$ cat config.mk
export PLATFORM = sky130hd
export DESIGN_NAME = qsd_prep
export DESIGN_NICKNAME = d
export VERILOG_FILES = /design/src/hdl/qsd_pkg.sv /design/src/hdl/qsd_prep.sv
export SDC_FILE = /design/constraint.sdc
export NUM_CORES = 1
export LEC_CHECK = 0
export ABC_AREA = 1
export CELL_PAD_IN_SITES_DETAIL_PLACEMENT = 0
export CELL_PAD_IN_SITES_GLOBAL_PLACEMENT = 1
export CORE_UTILIZATION = 50
export CTS_CLUSTER_DIAMETER = 200
export DETAILED_ROUTE_END_ITERATION = 10
export DONT_BUFFER_PORTS = 1
export PLACE_DENSITY_LB_ADDON = 0.1
export SLEW_MARGIN = 10
export SYNTH_ARGS = -nofsm -noshare
export SYNTH_HDL_FRONTEND = slang
export SYNTH_SLANG_ARGS = --single-unit
$ cat constraint.sdc
create_clock -name clk -period 2.15 [get_ports clk]
set_clock_uncertainty 0.05 [all_clocks]
set_input_delay 0.43 -clock clk [delete_from_list [all_inputs] [get_ports clk]]
set_output_delay 0.43 -clock clk [all_outputs]
set_load 0.05 [all_outputs]
$ cat src/hdl/qsd_pkg.sv
// Shared types and constants for the Q16.16 saturating divider.
package qsd_pkg;

    localparam int unsigned WORD_W = 32;

    // Signed 32-bit clamp values for the quotient
    localparam logic [WORD_W-1:0] QUOT_MAX = 32'h7FFF_FFFF;
    localparam logic [WORD_W-1:0] QUOT_MIN = 32'h8000_0000;

    // Per-item control bits carried down the pipeline
    typedef struct packed {
        logic neg;   // operand signs differ
        logic div0;  // divisor was zero
        logic hi;    // quotient magnitude is at least 2^32
    } qsd_ctrl_t;

    // Working set of one item inside the divide stages
    typedef struct packed {
        logic [WORD_W-1:0] rem;   // partial remainder
        logic [WORD_W-1:0] nlow;  // low word of the scaled dividend magnitude
        logic [WORD_W-1:0] quo;   // quotient bits developed so far
        logic [WORD_W-1:0] dmag;  // divisor magnitude
        qsd_ctrl_t         ctrl;
    } qsd_div_t;

    // Finished result
    typedef struct packed {
        logic              saturated;
        logic              divide_by_zero;
        logic [WORD_W-1:0] quotient;
    } qsd_res_t;

endpackage

$ cat src/hdl/qsd_prep.sv
// Operand preparation: magnitudes and signs, then scaling and high-overflow check.
module qsd_prep #(
    parameter int unsigned FRACTION_BITS = 16
) (
    input  logic                         clk,
    input  logic                         rst_n,
    input  logic                         en,
    input  logic                         in_valid,
    input  logic signed [qsd_pkg::WORD_W-1:0] dividend,
    input  logic signed [qsd_pkg::WORD_W-1:0] divisor,
    output logic                         out_valid,
    output qsd_pkg::qsd_div_t            out_data
);

    localparam int unsigned SCALED_W = qsd_pkg::WORD_W + FRACTION_BITS;

    logic [qsd_pkg::WORD_W-1:0] dvd_u;
    logic [qsd_pkg::WORD_W-1:0] dvs_u;
    logic [qsd_pkg::WORD_W-1:0] nmag_next;
    logic [qsd_pkg::WORD_W-1:0] dmag_next;
    qsd_pkg::qsd_ctrl_t         ctrl_next;

    logic                       v1_reg;
    logic [qsd_pkg::WORD_W-1:0] nmag_reg;
    logic [qsd_pkg::WORD_W-1:0] dmag_reg;
    qsd_pkg::qsd_ctrl_t         ctrl_reg;

    logic [SCALED_W-1:0]        scaled;
    logic [qsd_pkg::WORD_W-1:0] nhigh;
    qsd_pkg::qsd_div_t          div_next;

    logic                       v2_reg;
    qsd_pkg::qsd_div_t          div_reg;

    // Stage 1: two's complement magnitudes
    always_comb
    begin
        dvd_u     = dividend;
        dvs_u     = divisor;
        nmag_next = dvd_u[qsd_pkg::WORD_W-1] ? (~dvd_u + 1'b1) : dvd_u;
        dmag_next = dvs_u[qsd_pkg::WORD_W-1] ? (~dvs_u + 1'b1) : dvs_u;
        ctrl_next.neg  = dvd_u[qsd_pkg::WORD_W-1] ^ dvs_u[qsd_pkg::WORD_W-1];
        ctrl_next.div0 = (dvs_u == '0);
        ctrl_next.hi   = 1'b0;
    end

    always_ff @(posedge clk or negedge rst_n)
    begin
        if (!rst_n)
        begin
            v1_reg <= 1'b0;
        end
        else if (en)
        begin
            v1_reg <= in_valid;
        end
    end

    always_ff @(posedge clk)
    begin
        if (en)
        begin
            nmag_reg <= nmag_next;
            dmag_reg <= dmag_next;
            ctrl_reg <= ctrl_next;
        end
    end

    // Stage 2: scale dividend, split into remainder seed and low word
    always_comb
    begin
        scaled = SCALED_W'(nmag_reg) << FRACTION_BITS;
        nhigh  = qsd_pkg::WORD_W'(scaled >> qsd_pkg::WORD_W);
        div_next.rem     = nhigh;
        div_next.nlow    = scaled[qsd_pkg::WORD_W-1:0];
        div_next.quo     = '0;
        div_next.dmag    = dmag_reg;
        div_next.ctrl    = ctrl_reg;
        // quotient >= 2^32 exactly when the part above the low word covers the divisor
        div_next.ctrl.hi = (nhigh >= dmag_reg);
    end

    always_ff @(posedge clk or negedge rst_n)
    begin
        if (!rst_n)
        begin
            v2_reg <= 1'b0;
        end
        else if (en)
        begin
            v2_reg <= v1_reg;
        end
    end

    always_ff @(posedge clk)
    begin
        if (en)
        begin
            div_reg <= div_next;
        end
    end

    assign out_valid = v2_reg;
    assign out_data  = div_reg;

endmodule

==> impl.org, run 1 <==
** Floorplan
- Measured along the y axis, the die boundary spans 120.4 um.
- For this configuration, the core starts out at a cell density of 52.07%.
- Boundary pin count :: 200
- The die covers 14490 um^2.
- Die Wd :: 120.4 um
- In this run the core area contains 42 standard-cell rows.
- The floorplan step defined a core boundary enclosing 13450 um^2.

** Critical path
- The largest single stage delay on the critical path is 0.37 ns.
- CP Class :: reg -> reg
- Ordered cell list for the critical path :: inv_1 -> ha_1 -> nand2_1 -> nor2_1 -> nand2_1 -> nor2_1 -> nor2_1 -> a21oi_1
- FF-to-FF path depth :: 8
- At the worst endpoint, the arrival time is 1.91 ns.
- Cell with the largest stage delay on the worst path :: sky130_fd_sc_hd__edfxtp_1
- For the worst setup path, the data required time is 2.34 ns.
- Biggest fanout along the worst timing path :: 2
- STA classifies the critical path startpoint as a register.
- Critical path capture point type :: register
- Critical path's most frequent cell :: sky130_fd_sc_hd__nor2_1

** GRT
- Pin count of the biggest net entering global routing :: 138
- The first global-routing pass estimated 22490 um of wire.
- The number of global-route vias before repair was 4063.
- Number of antenna violations at the first check in global routing :: 0
- GRT Util Overall :: 21.26%
- After global routing the overflow that remains totals 0.

** Placed design
- Timing analysis after detailed placement gives a worst setup slack of 0.4014 ns.
- Input and output buffers added on the ports amount to 0.
- Detailed placement finished with a half-perimeter wire length of 11320 um.
- Number of cells after detailed placement :: 860
- Summing all placed instances gives a cell area of 6940 um^2.
- The congestion estimate from routability-driven global placement came to 0.8850.

** Layout
- Relative to the synthesized area, the layout overhead comes to 7.769%.
- Number of flip-flops in the largest register :: 67
- For this run, the number of standard cells in the final layout without fillers is 893.
- Summing all multi-input logic gate instances after layout gives 2406 um^2.
- Total of fill cells in the finished design :: 1205
- In the final design database the tool counted 790 nets.
- Of the cells placed in the final design, the portion with a size suffix greater than 1 is 8.926%.
- The number of antenna diodes in the final layout is 0.
- Summing all flip-flop and latch instances after layout gives 4044 um^2.
- The finished cells cover 7550 um^2.

** Worst hold path
- Along the worst hold path, the cell count comes to 0.
- The min-delay analysis places its worst path in the category in -> reg.

** Synthesis
- Number of synthesized register bits :: 135
- Post-Syn Area :: 7005 um^2
- Mux share of post-synthesis cell area :: 0%
- The netlist uses 33 different library cells.
- Simple-gate share of the synthesized area :: 21.11%
- Top flip-flop cell by instance count after synthesis :: sky130_fd_sc_hd__edfxtp_1
- Yosys printed 0 warnings.
- After technology mapping, the gate count stands at 691.
- Xor/xnor share of the synthesized area :: 4.001%
- Adder and majority gate portion of the synthesized area :: 3.215%
- By area, the combinational part of the netlist is dominated by simple AND/OR/NAND/NOR gates.
- Average cell area after synthesis :: 10.14 um^2
- Of all flip-flops after synthesis, the portion carrying an async set or reset was 1.481%.
- Sequential cells were found to cover 57.72% of the synthesized design area.
- Summing the areas of all compound-gate instances in the mapped netlist gives 2.590% of the synthesized area.
- Count of flip-flops with a built-in enable after synthesis :: 133

** Detailed routing
- Detail-routed via count per cell :: 4.951
- The count of nets left with antenna violations once routing finished came out at 0.
- The final layout contains routed wiring with a total length of 14830 um.
- Via total after detailed routing :: 4421
- After detailed routing, the average wire length per cell comes to 16.60 um.
- Starting DRC count in detailed routing :: 413
- The first detailed-routing pass ran for 7 iterations.
- For this run, design rule violations remaining after detail routing come to 0.

** STA
- Total count of hold-check failures in the final report :: 0
- Setup violations remaining at the end of the flow were counted as 0.
- Unrepaired setup endpoints after global routing :: false
- Setup slack on the critical path of the routed design comes to 0.4223 ns.
- At the pin with the least slew margin, the transition time is 0.5370 ns.
- Post-route setup TNS :: 0 ns
- Fin. max-slew vios :: 0
- After layout, the minimum clock period comes to 1.728 ns.
- After layout, the worst path uses 80.36% of the clock period.
- Final hold slack :: 0.06371 ns
- Measured against its own limit, the worst slew margin works out to 64.28%.
- Max Clk Rate :: 0.5788 GHz

** Power and ir drop
- For this design the ratio of total power to cell area is 958.1 nW/um^2.
- Reported leakage power :: 3.134 nW
- Across the VDD grid, the largest voltage drop is 0.4971 mV.

** Clocking
- TritonCTS built the clock tree.
- Counting every sink on the clock net gives 135.
- Library cell used as clock root buffer :: sky130_fd_sc_hd__clkbuf_16
- In this run, CTS created clock tree buffers numbering 17.
- Register clock-pin slew on the reported worst setup and hold paths :: 0.06 ns
- Source-to-sink clock delay at the later pin of the worst-skew pair :: 0.41 ns
- Clock Tree Buf Depth :: 2
- The H-tree generated during clock tree synthesis spans 4 levels.

** Flow run
- The tool flagged a number of max-cap violations equal to 0.

** Status
- Status :: completed
==> cell usage in the layout (no fill, tap or decap), types with 16 or more instances in the layout <==
master and n:
sky130_fd_sc_hd__inv_1 70, sky130_fd_sc_hd__xor2_1 17, sky130_fd_sc_hd__nand4_1 16, sky130_fd_sc_hd__nand2_1 155, sky130_fd_sc_hd__clkbuf_16 17, sky130_fd_sc_hd__nand3_1 45
sky130_fd_sc_hd__ha_1 18, sky130_fd_sc_hd__o21ai_0 16, sky130_fd_sc_hd__edfxtp_1 133, sky130_fd_sc_hd__conb_1 64, sky130_fd_sc_hd__nor2_1 75
==> per-stage QoR <==
stage | power (mW) | utilization, %
6_report | 7.233 | 56.12
5_1_grt | 7.503 | 56.12
4_1_cts | 7.296 | 56.12
3_5_place_dp | 4.387 | 51.59
3_3_place_gp | 4.364 | 51.59
2_1_floorplan | 4.344 | -
==> cell usage after synthesis, types with 2 or more instances <==
| master | instances | area share (%) |
|---|---|---|
| sky130_fd_sc_hd__a21oi_1 | 7 | 0.50 |
| sky130_fd_sc_hd__nand2_1 | 155 | 8.3 |
| sky130_fd_sc_hd__xor2_1 | 17 | 2.1 |
| sky130_fd_sc_hd__and2_1 | 4 | 0.36 |
| sky130_fd_sc_hd__o21ai_0 | 16 | 1.1 |
| sky130_fd_sc_hd__edfxtp_1 | 133 | 57 |
| sky130_fd_sc_hd__buf_4 | 66 | 7.1 |
| sky130_fd_sc_hd__buf_2 | 3 | 0.21 |
| sky130_fd_sc_hd__ha_1 | 18 | 3.2 |
| sky130_fd_sc_hd__nand4_1 | 16 | 1.4 |
| sky130_fd_sc_hd__nor4_1 | 2 | 0.18 |
| sky130_fd_sc_hd__dfrtp_1 | 2 | 0.71 |
| sky130_fd_sc_hd__nand3_1 | 45 | 3.2 |
| sky130_fd_sc_hd__o21ai_1 | 5 | 0.36 |
| sky130_fd_sc_hd__xnor2_1 | 15 | 1.9 |
| sky130_fd_sc_hd__nor2_4 | 5 | 0.80 |
| sky130_fd_sc_hd__nand2_2 | 5 | 0.45 |
| sky130_fd_sc_hd__nand3b_1 | 4 | 0.43 |
| sky130_fd_sc_hd__nor2_2 | 13 | 1.2 |
| sky130_fd_sc_hd__o21ai_2 | 3 | 0.38 |
| sky130_fd_sc_hd__nor2_1 | 75 | 4.0 |
| sky130_fd_sc_hd__inv_2 | 2 | 0.11 |
| sky130_fd_sc_hd__inv_1 | 70 | 3.8 |
==> per-layer routing <==
| layer | track usage (%) | vias to the layer above | share of wire (%) |
|---|---|---|---|
| met4 | 8.488 | 0 | 1.8 |
| li1 | - | 2205 | - |
| met2 | 30.82 | 172 | 44 |
| met3 | 5.472 | 17 | 6.8 |
| met5 | 0 | - | 0 |
| met1 | 30.44 | 2027 | 47 |
==> report_power, final <==
group / internal (mW) / switching (mW)
registers: 3.19 / 0.456
clock network: 1.78 / 1.12
logic: 0.175 / 0.513
==> critical path: cells and delay by family, from the launching register on <==
family	cells	cell delay, ns
simple gates	5	0.57
flops	1	0.37
fa+ha+maj	1	0.29
compound gates	1	0.21
buf+inv	1	0.06
==> cells by family (layout without fill, tap and decap cells) <==
logic type / Yosys count / after routing
AO/OA/AOI/OAI: 33 / 33
XOR/XNOR: 32 / 32
adder cells (fa/ha/maj): 18 / 18
buffers and inverters: 142 / 105
flip-flops: 135 / 135
other: 1 / 64
AND/OR/NAND/NOR: 330 / 330
==> path summary, 6_finish.rpt <==
kind / slack (ns) / end / from
setup / recovery: 0.42 / out_data[0]$_DFFE_PP_ / dmag_reg[15]$_DFFE_PP_
hold / removal: 0.06 / nmag_reg[0]$_DFFE_PP_ / dividend[0]
setup reg to reg: 0.42 / out_data[0]$_DFFE_PP_ / dmag_reg[15]$_DFFE_PP_
hold reg to reg: 0.37 / out_data[95]$_DFFE_PP_ / nmag_reg[12]$_DFFE_PP_
max in group asynchronous: 1.74 / v1_reg$_DFFE_PN0P_ / rst_n
min in group asynchronous: 0.19 / out_valid$_DFFE_PN0P_ / rst_n
==> layout make-up <==
cell class | count | share of cell area (%)
multi-input combinational | 477 | 31.87
sequential | 135 | 53.56
tap | 176 | 2.917
clock inverter | 13 | 1.939
inverter | 72 | 3.580
clock buffer | 19 | 5.999
timing repair buffer | 1 | 0.1326
==> what timing repair did <==
action / CTS / global route
resized for setup: 0 / 0
hold buffers: 1 / 0
setup buffers: 0 / 0
endpoints found under the hold margin: 2 / 0
Power figures use the tool's default switching activity.
==> inputs of run 2 (changes only) <==
- CORE_UTILIZATION: 50 -> 48
- clock period: 2.15 -> 1.7 ns (I/O delays scaled with it)
==> run 2 against run 1 <==
  * Hold slack worse by 0.025 ns
  * Highest routed layer unchanged
  * Non-clock buffer count is 22 higher
  * Sequential share of layout area is 1.4 points lower
  * Combinational power is 40% higher
==> impl.org, run 2 (same netlist as run 1, synthesis figures left out) <==
** Status
- Status: completed (unchanged).

** STA
- The number of hold violations in the final report came to 0 (unchanged).
- The shortest period the worst path allows came to 1.600 ns (was 1.728 ns).
- Post-route setup TNS :: 0 ns (unchanged)
- Unrepaired setup endpoints after global routing: false (unchanged).
- The remaining max-slew budget at the tightest pin came to 61.80% (was 64.28%).
- The number of failing setup endpoints in the final timing report is 0 (unchanged).
- The upper clock frequency limit was 0.6248 GHz (was 0.5788 GHz).
- Slew at the pin with the worst max-slew slack :: 0.5711 ns (was 0.5370 ns)
- The final-report max-slew violation count was 0 (unchanged).
- Final worst-path cycle share :: 94.14% (was 80.36%)

** GRT
- The leftover overflow at the end of global routing was 0 (unchanged).
- The number of antenna violations at the first check in global routing came to 0 (unchanged).
- Pin count of the biggest net entering global routing :: 138 (unchanged)
- Number of global-route vias before repair :: 4093 (was 4063)
- The first-pass GRT wire length is 22600 um (was 22490 um).
- GRT Util Overall :: 20.87% (was 21.26%)

** Layout
- Area growth from synthesis to layout :: 10.72% (was 7.769%)
- The most common cell after layout, fill and taps aside was sky130_fd_sc_hd__nand2_1 (unchanged).
- The antenna cell count came to 0 (unchanged).
- Leading cell types in the layout, fill and taps excluded :: sky130_fd_sc_hd__nand2_1, sky130_fd_sc_hd__edfxtp_1, sky130_fd_sc_hd__nor2_1 (unchanged)
- Number of nets in the finished design :: 812 (was 790)
- The footprint of the multi-input gates came to 2419 um^2 (was 2406 um^2).
- The proportion of layout cells with a drive suffix above 1 is 10.42% (was 8.926%).
- FF+latch area :: 4044 um^2 (unchanged)
- Total of fill cells in the finished design :: 1219 (was 1205)
- Number of flip-flops in the largest register :: 67 (unchanged)

** Clocking
- The TritonCTS buffer count was 17 (unchanged).
- Clock net sink count :: 135 (unchanged)
- The TritonCTS clock tree is done (unchanged).
- The number of buffers on the longest clock path came to 2 (unchanged).
- The clock tree root buffer cell was sky130_fd_sc_hd__clkbuf_16 (unchanged).
- The number of levels the H-tree was split into is 4 (unchanged).
- The worst-skew pair later-pin latency is 0.42 ns (was 0.41 ns).
- The clock input transition at the sequential cells of the worst setup and hold paths was 0.06 ns (about the same).

** Power and ir drop
- The sum of internal, switching and leakage power came to 9.193 mW (was 7.233 mW).
- The total leakage power was 3.239 nW (was 3.134 nW).
- The maximum resistive drop on vdd was 0.7444 mV (was 0.4971 mV).
- The power per standard cell area was 1185 nW/um^2 (was 958.1 nW/um^2).

** Detailed routing
- Detail-routed via count per cell :: 4.999 (was 4.951)
- The violation count after the first detailed-route iteration came to 330 (was 413).
- The remaining number of nets flagged by the antenna check after routing came to 0 (unchanged).
- The number of iterations in the first detailed-routing pass is 5 (was 7).
- The count of unresolved DRC violations after routing came to 0 (unchanged).
- Via total after detailed routing :: 4594 (was 4421)
- Overall routed net length :: 15760 um (was 14830 um)
- The average wire per cell in the routed design was 17.15 um (was 16.60 um).

** Critical path
- The end point of the critical path is out_data[0]$_DFFE_PP_ (unchanged).
- The setup slack on the worst flop-to-flop path is 0.1 ns (was 0.42 ns).
- Worst endpoint data arrival time :: 1.72 ns (was 1.91 ns)
- Launching element of the worst setup path :: dmag_reg[15]$_DFFE_PP_ (unchanged)
- Beginning of the worst register-to-register path :: dmag_reg[15]$_DFFE_PP_ (unchanged)
- Biggest fanout along the worst timing path :: 2 (unchanged)
- The category of the worst setup path launch point is a register (unchanged).
- The capturing point of the worst reg2reg path is out_data[0]$_DFFE_PP_ (unchanged).
- The worst-case reg-to-reg path depth is 7 (was 8).
- CP Class :: reg -> reg (unchanged)
- Required time of the worst setup path :: 1.82 ns (was 2.34 ns)
- Critical path capture point type :: register (unchanged)

** Floorplan
- The row count was 43 (was 42).
- The chip height is 122.8 um (was 120.4 um).
- The width of the die is 122.8 um (was 120.4 um).
- The initial core utilization was 49.89% (was 52.07%).
- The overall die area came to 15080 um^2 (was 14490 um^2).
- The area of the core came to 14040 um^2 (was 13450 um^2).
- Boundary pin count :: 200 (unchanged)

** Placed design
- The detailed placer's ending HPWL is 11160 um (was 11320 um).
- The placer's final routability congestion estimate came to 0.8396 (was 0.8850).
- Count of input and output buffers :: 0 (unchanged)

** Worst hold path
- Worst min path class :: in -> reg (unchanged)

** Flow run
- Number of max-capacitance violations reported :: 0 (unchanged)
==> run 2: how the worst min path moves through the flow <==
stage | cells after the start | end | slack, ns | from
finish | 0 | nmag_reg[21]$_DFFE_PP_ | 0.04 | en
global placement | 0 | out_valid$_DFFE_PN0P_ | -0.006 | rst_n
detailed placement | 0 | v1_reg$_DFFE_PN0P_ | -0.006 | rst_n
CTS | 0 | out_data[34]$_DFFE_PP_ | -0.02 | en
floorplan | 0 | out_valid$_DFFE_PN0P_ | -0.006 | rst_n
global route | 0 | nmag_reg[21]$_DFFE_PP_ | 0.004 | en
==> run 2: critical path: stages, from the launching register on <==
cell and delay [ns]:
sky130_fd_sc_hd__edfxtp_1 0.41, sky130_fd_sc_hd__inv_2 0.07, sky130_fd_sc_hd__ha_1 0.24, sky130_fd_sc_hd__a21o_1 0.19, sky130_fd_sc_hd__nor2_1 0.12, sky130_fd_sc_hd__nand2_1 0.11, sky130_fd_sc_hd__nor2_1 0.10, sky130_fd_sc_hd__a21oi_1 0.07
==> run 2: what timing repair did <==
item,4_1_cts,5_1_grt
buffers inserted,0,2
endpoints found under the setup margin,0,1
endpoints found under the hold margin,107,37
hold buffers,6,8
resized for setup,0,5
==> run 2: stage by stage <==
stage	cells	utilization, %	setup WS, ns	cell area, um^2	hold slack, ns
6_report	919	55.23	0.09957	7756	0.03906
4_1_cts	909	54.40	0.05074	7639	-0.02475
3_3_place_gp	871	49.84	0.03485	6998	-0.005549
3_5_place_dp	871	49.84	0.03679	6998	-0.005545
2_1_floorplan	754	-	0.2490	7242	-0.005591
5_1_grt	919	55.23	0.003898	7756	0.003825
==> run 2: power by group <==
| part | switching [mW] | internal [mW] | total, mW | leakage, nW |
|---|---|---|---|---|
| logic | 0.697 | 0.264 | 0.962 | 1.63 |
| registers | 0.571 | 4.04 | 4.61 | 1.32 |
| clock network | 1.45 | 2.17 | 3.62 | 0.281 |
| total | 2.72 | 6.47 | 9.19 | 3.24 |
==> run 2: cell type report <==
cell class	count	area share, %
Sequential cell	135	52.14
Multi-Input combinational cell	477	31.18
Clock buffer	18	5.533
Inverter	72	3.484
Tap cell	180	2.904
Timing Repair Buffer	23	2.807
Clock inverter	14	1.952
==> run 2: per-layer routing <==
metal | share of wire (%) | track usage (%) | routed length [um] | vias to the layer above
met5 | 0 | 0 | 0 | -
met4 | 1.9 | 8.918 | 292 | 0
met3 | 7.8 | 5.530 | 1226 | 22
met2 | 44 | 30.16 | 6951 | 203
met1 | 46 | 29.44 | 7288 | 2124
li1 | - | - | - | 2245
==> inputs of run 3 (changes only) <==
- CELL_PAD_IN_SITES_DETAIL_PLACEMENT: 0 -> 1
- CELL_PAD_IN_SITES_GLOBAL_PLACEMENT: 1 -> 2
- CORE_UTILIZATION: 48 -> 39
==> run 3 against run 2 <==
  * The flow now finishes with violations (negative hold slack)
  * Design area grew 0.31%
  * Non-clock buffer count shrank 6
  * Clock power rose by 7.5%
  * Cell count is 4.2% higher
  * Setup slack got worse by 0.062 ns
  * Count of clock-buffer cells in the layout did not move
  * Wire length up 13%
  * Register-to-register slack lost 0.06 ns
  * Global-route usage down 1.2 points
  * Combinational power decreased by 2%
==> impl.org, run 3 (same netlist as run 1, synthesis figures left out) <==
** STA
- The number of hold violations in the final report was 12 (was 0).
- The portion of the clock cycle consumed by the worst path in the final layout was 97.81% (was 94.14%).
- Setup violations, final :: 0 (unchanged)
- Unrepaired setup endpoints after global routing: false (unchanged).
- Post-route setup TNS :: 0 ns (unchanged)
- Fin. max-slew vios :: 0 (unchanged)
- Slew HR :: 64.17% (was 61.80%)
- The shortest period the worst path allows was 1.663 ns (was 1.600 ns).
- The smallest hold slack was -0.01288 ns (was 0.03906 ns).
- Max Clk Rate :: 0.6014 GHz (was 0.6248 GHz)
- Worst path setup slack after routing :: 0.03719 ns (was 0.09957 ns)
- The transition time of the tightest slew-check pin is 0.5386 ns (was 0.5711 ns).

** Clocking
- Number of hold buffers added after CTS :: 6 (unchanged)
- The TritonCTS buffer count is 17 (unchanged).
- Number of levels the H-tree was split into :: 4 (unchanged)
- The worst-skew pair later-pin latency is 0.41 ns (was 0.42 ns).
- Clock net sink count :: 135 (unchanged)
- Register clock-pin slew on the reported worst setup and hold paths :: 0.06 ns (about the same)
- The TritonCTS clock tree is done (unchanged).
- Library cell used as clock root buffer :: sky130_fd_sc_hd__clkbuf_16 (unchanged)
- Clock Tree Buf Depth :: 2 (unchanged)

** Placed design
- Number of cells after detailed placement :: 917 (was 871)
- Post-DP Area :: 7062 um^2 (was 6998 um^2)
- The number of buffers added on ports is 0 (unchanged).
- Detailed-placement wirelength estimate :: 13310 um (was 11160 um)
- The setup slack after placement was -0.04712 ns (was 0.03679 ns).
- The placer's final routability congestion estimate was 0.8438 (was 0.8396).

** Power and ir drop
- Worst-case vdd ir drop :: 0.7803 mV (was 0.7444 mV)
- The total leakage power came to 3.228 nW (was 3.239 nW).
- Total Power Consumption :: 9.456 mW (was 9.193 mW)
- Power density relative to cell area :: 1215 nW/um^2 (was 1185 nW/um^2)

** GRT
- GRT Util Overall :: 19.69% (was 20.87%)
- The number of global-route vias before repair came to 4633 (was 4093).
- Remaining global-route overflow :: 0 (unchanged)
- Number of antenna violations at the first check in global routing :: 0 (unchanged)
- The pin count of the biggest net entering global routing was 138 (unchanged).
- First-pass GRT wire length :: 26570 um (was 22600 um)

** Layout
- The antenna cell count was 0 (unchanged).
- Layout Utilization :: 44.67% (was 55.23%)
- The proportion of layout cells with a drive suffix above 1 was 10.91% (was 10.42%).
- Number of standard cells in the final layout excluding fillers :: 958 (was 919)
- Final cell area excluding filler cells :: 7780 um^2 (was 7756 um^2)
- Number of nets in the finished design :: 806 (was 812)
- The flip-flop count of the largest register after layout is 67 (unchanged).
- Most common library cell in the layout ignoring fill and taps :: sky130_fd_sc_hd__nand2_1 (unchanged)
- Leading cell types in the layout, fill and taps excluded: sky130_fd_sc_hd__nand2_1, sky130_fd_sc_hd__edfxtp_1, sky130_fd_sc_hd__nor2_1 (unchanged).
- The signed area change from the synthesized netlist to the final layout came to 11.06% (was 10.72%).
- The filler cell count in the final layout came to 1963 (was 1219).

** Floorplan
- DIE AREA :: 18500 um^2 (was 15080 um^2)
- The width of the die came to 136.0 um (was 122.8 um).
- The number of ports placed on the die boundary was 200 (unchanged).
- Starting density of the core :: 40.22% (was 49.89%)
- The chip height came to 136.0 um (was 122.8 um).
- Core Area :: 17420 um^2 (was 14040 um^2)
- The row count was 48 (was 43).

** Status
- The final reports fail on negative hold slack.
- Status :: complete, but fails checks (was completed)

** Critical path
- The critical path class is reg -> reg (unchanged).
- The slowest stage cell on the critical path is sky130_fd_sc_hd__edfxtp_1 (unchanged).
- The sort of element at the end of the critical path is a register (unchanged).
- The maximum single-stage delay on the critical path came to 0.43 ns (was 0.41 ns).
- The data arrival time of the worst path came to 1.78 ns (was 1.72 ns).
- Biggest fanout along the worst timing path :: 2 (unchanged)
- The data required time at the worst endpoint came to 1.81 ns (was 1.82 ns).
- Ordered cell list for the critical path: ha_1 -> a21o_1 -> nor2_2 -> nand2_2 -> nor2_1 -> a21oi_1 (was inv_2 -> ha_1 -> a21o_1 -> nor2_1 -> nand2_1 -> nor2_1 -> a21oi_1).
- Kind of start point of the critical path :: register (unchanged)

** Detailed routing
- The remaining number of nets flagged by the antenna check after routing came to 0 (unchanged).
- First drt pass iteration count :: 5 (unchanged)
- The via density per instance came to 4.809 (was 4.999).
- The average wire per cell in the routed design was 18.53 um (was 17.15 um).
- Via total after detailed routing :: 4607 (was 4594)
- Starting DRC count in detailed routing :: 233 (was 330)
- Total DRC errors in the routed layout :: 0 (unchanged)
- Overall routed net length :: 17750 um (was 15760 um)

** Flow run
- The max capacitance violation total was 0 (unchanged).

** Worst hold path
- The type of the worst min-delay path is in -> reg (unchanged).
==> run 3: final timing paths <==
check                      slack, ns                endpoint  cells after the start                  startpoint
setup / recovery                0.04   out_data[0]$_DFFE_PP_                      6  nmag_reg[31]$_SDFFCE_PN0P_
setup reg to reg                0.04   out_data[0]$_DFFE_PP_                      6  nmag_reg[31]$_SDFFCE_PN0P_
hold / removal                 -0.01  out_data[87]$_DFFE_PP_                      0                          en
max in group asynchronous       1.36   out_valid$_DFFE_PN0P_                      1                       rst_n
hold reg to reg                 0.37   out_data[1]$_DFFE_PP_                      0       ctrl_reg[1]$_DFFE_PP_
min in group asynchronous       0.11      v1_reg$_DFFE_PN0P_                      1                       rst_n
==> run 3: report_power, final <==
part           switching (mW)  total, mW  internal (mW)
logic                   0.686      0.943          0.257
clock network            1.53       3.89           2.35
registers               0.590       4.63           4.04
==> run 3: layout make-up <==
cell class	instances	area (um^2)	share of cell area [%]
sequential	135	4044	51.98
multi-input combinational	477	2426	31.18
clock buffer	18	429.2	5.516
tap	225	281.5	3.619
inverter	72	270.3	3.474
clock inverter	14	186.4	2.396
timing repair buffer	17	142.6	1.833
==> run 3: what timing repair did <==
action,4_1_cts,5_1_grt
pin swaps,0,2
setup buffers,0,3
resized for setup,2,5
endpoints found under the setup margin,1,1
endpoints found under the hold margin,119,42
==> run 3: per-layer routing <==
metal	vias to the layer above	global-route usage (%)	part of all wire, %
li1	2224	-	-
met1	2204	27.95	48
met2	159	29.24	44
met3	20	4.474	5.4
met4	0	7.037	1.7
met5	-	0	0
==> run 3: worst max-delay path, delay by kind of cell (launching register included) <==
kind / cells / cell delay [ns]
AOI/OAI and AO/OA: 2 / 0.28
adders and majority gates: 1 / 0.33
DFF: 1 / 0.43
and+or+nand+nor: 3 / 0.32
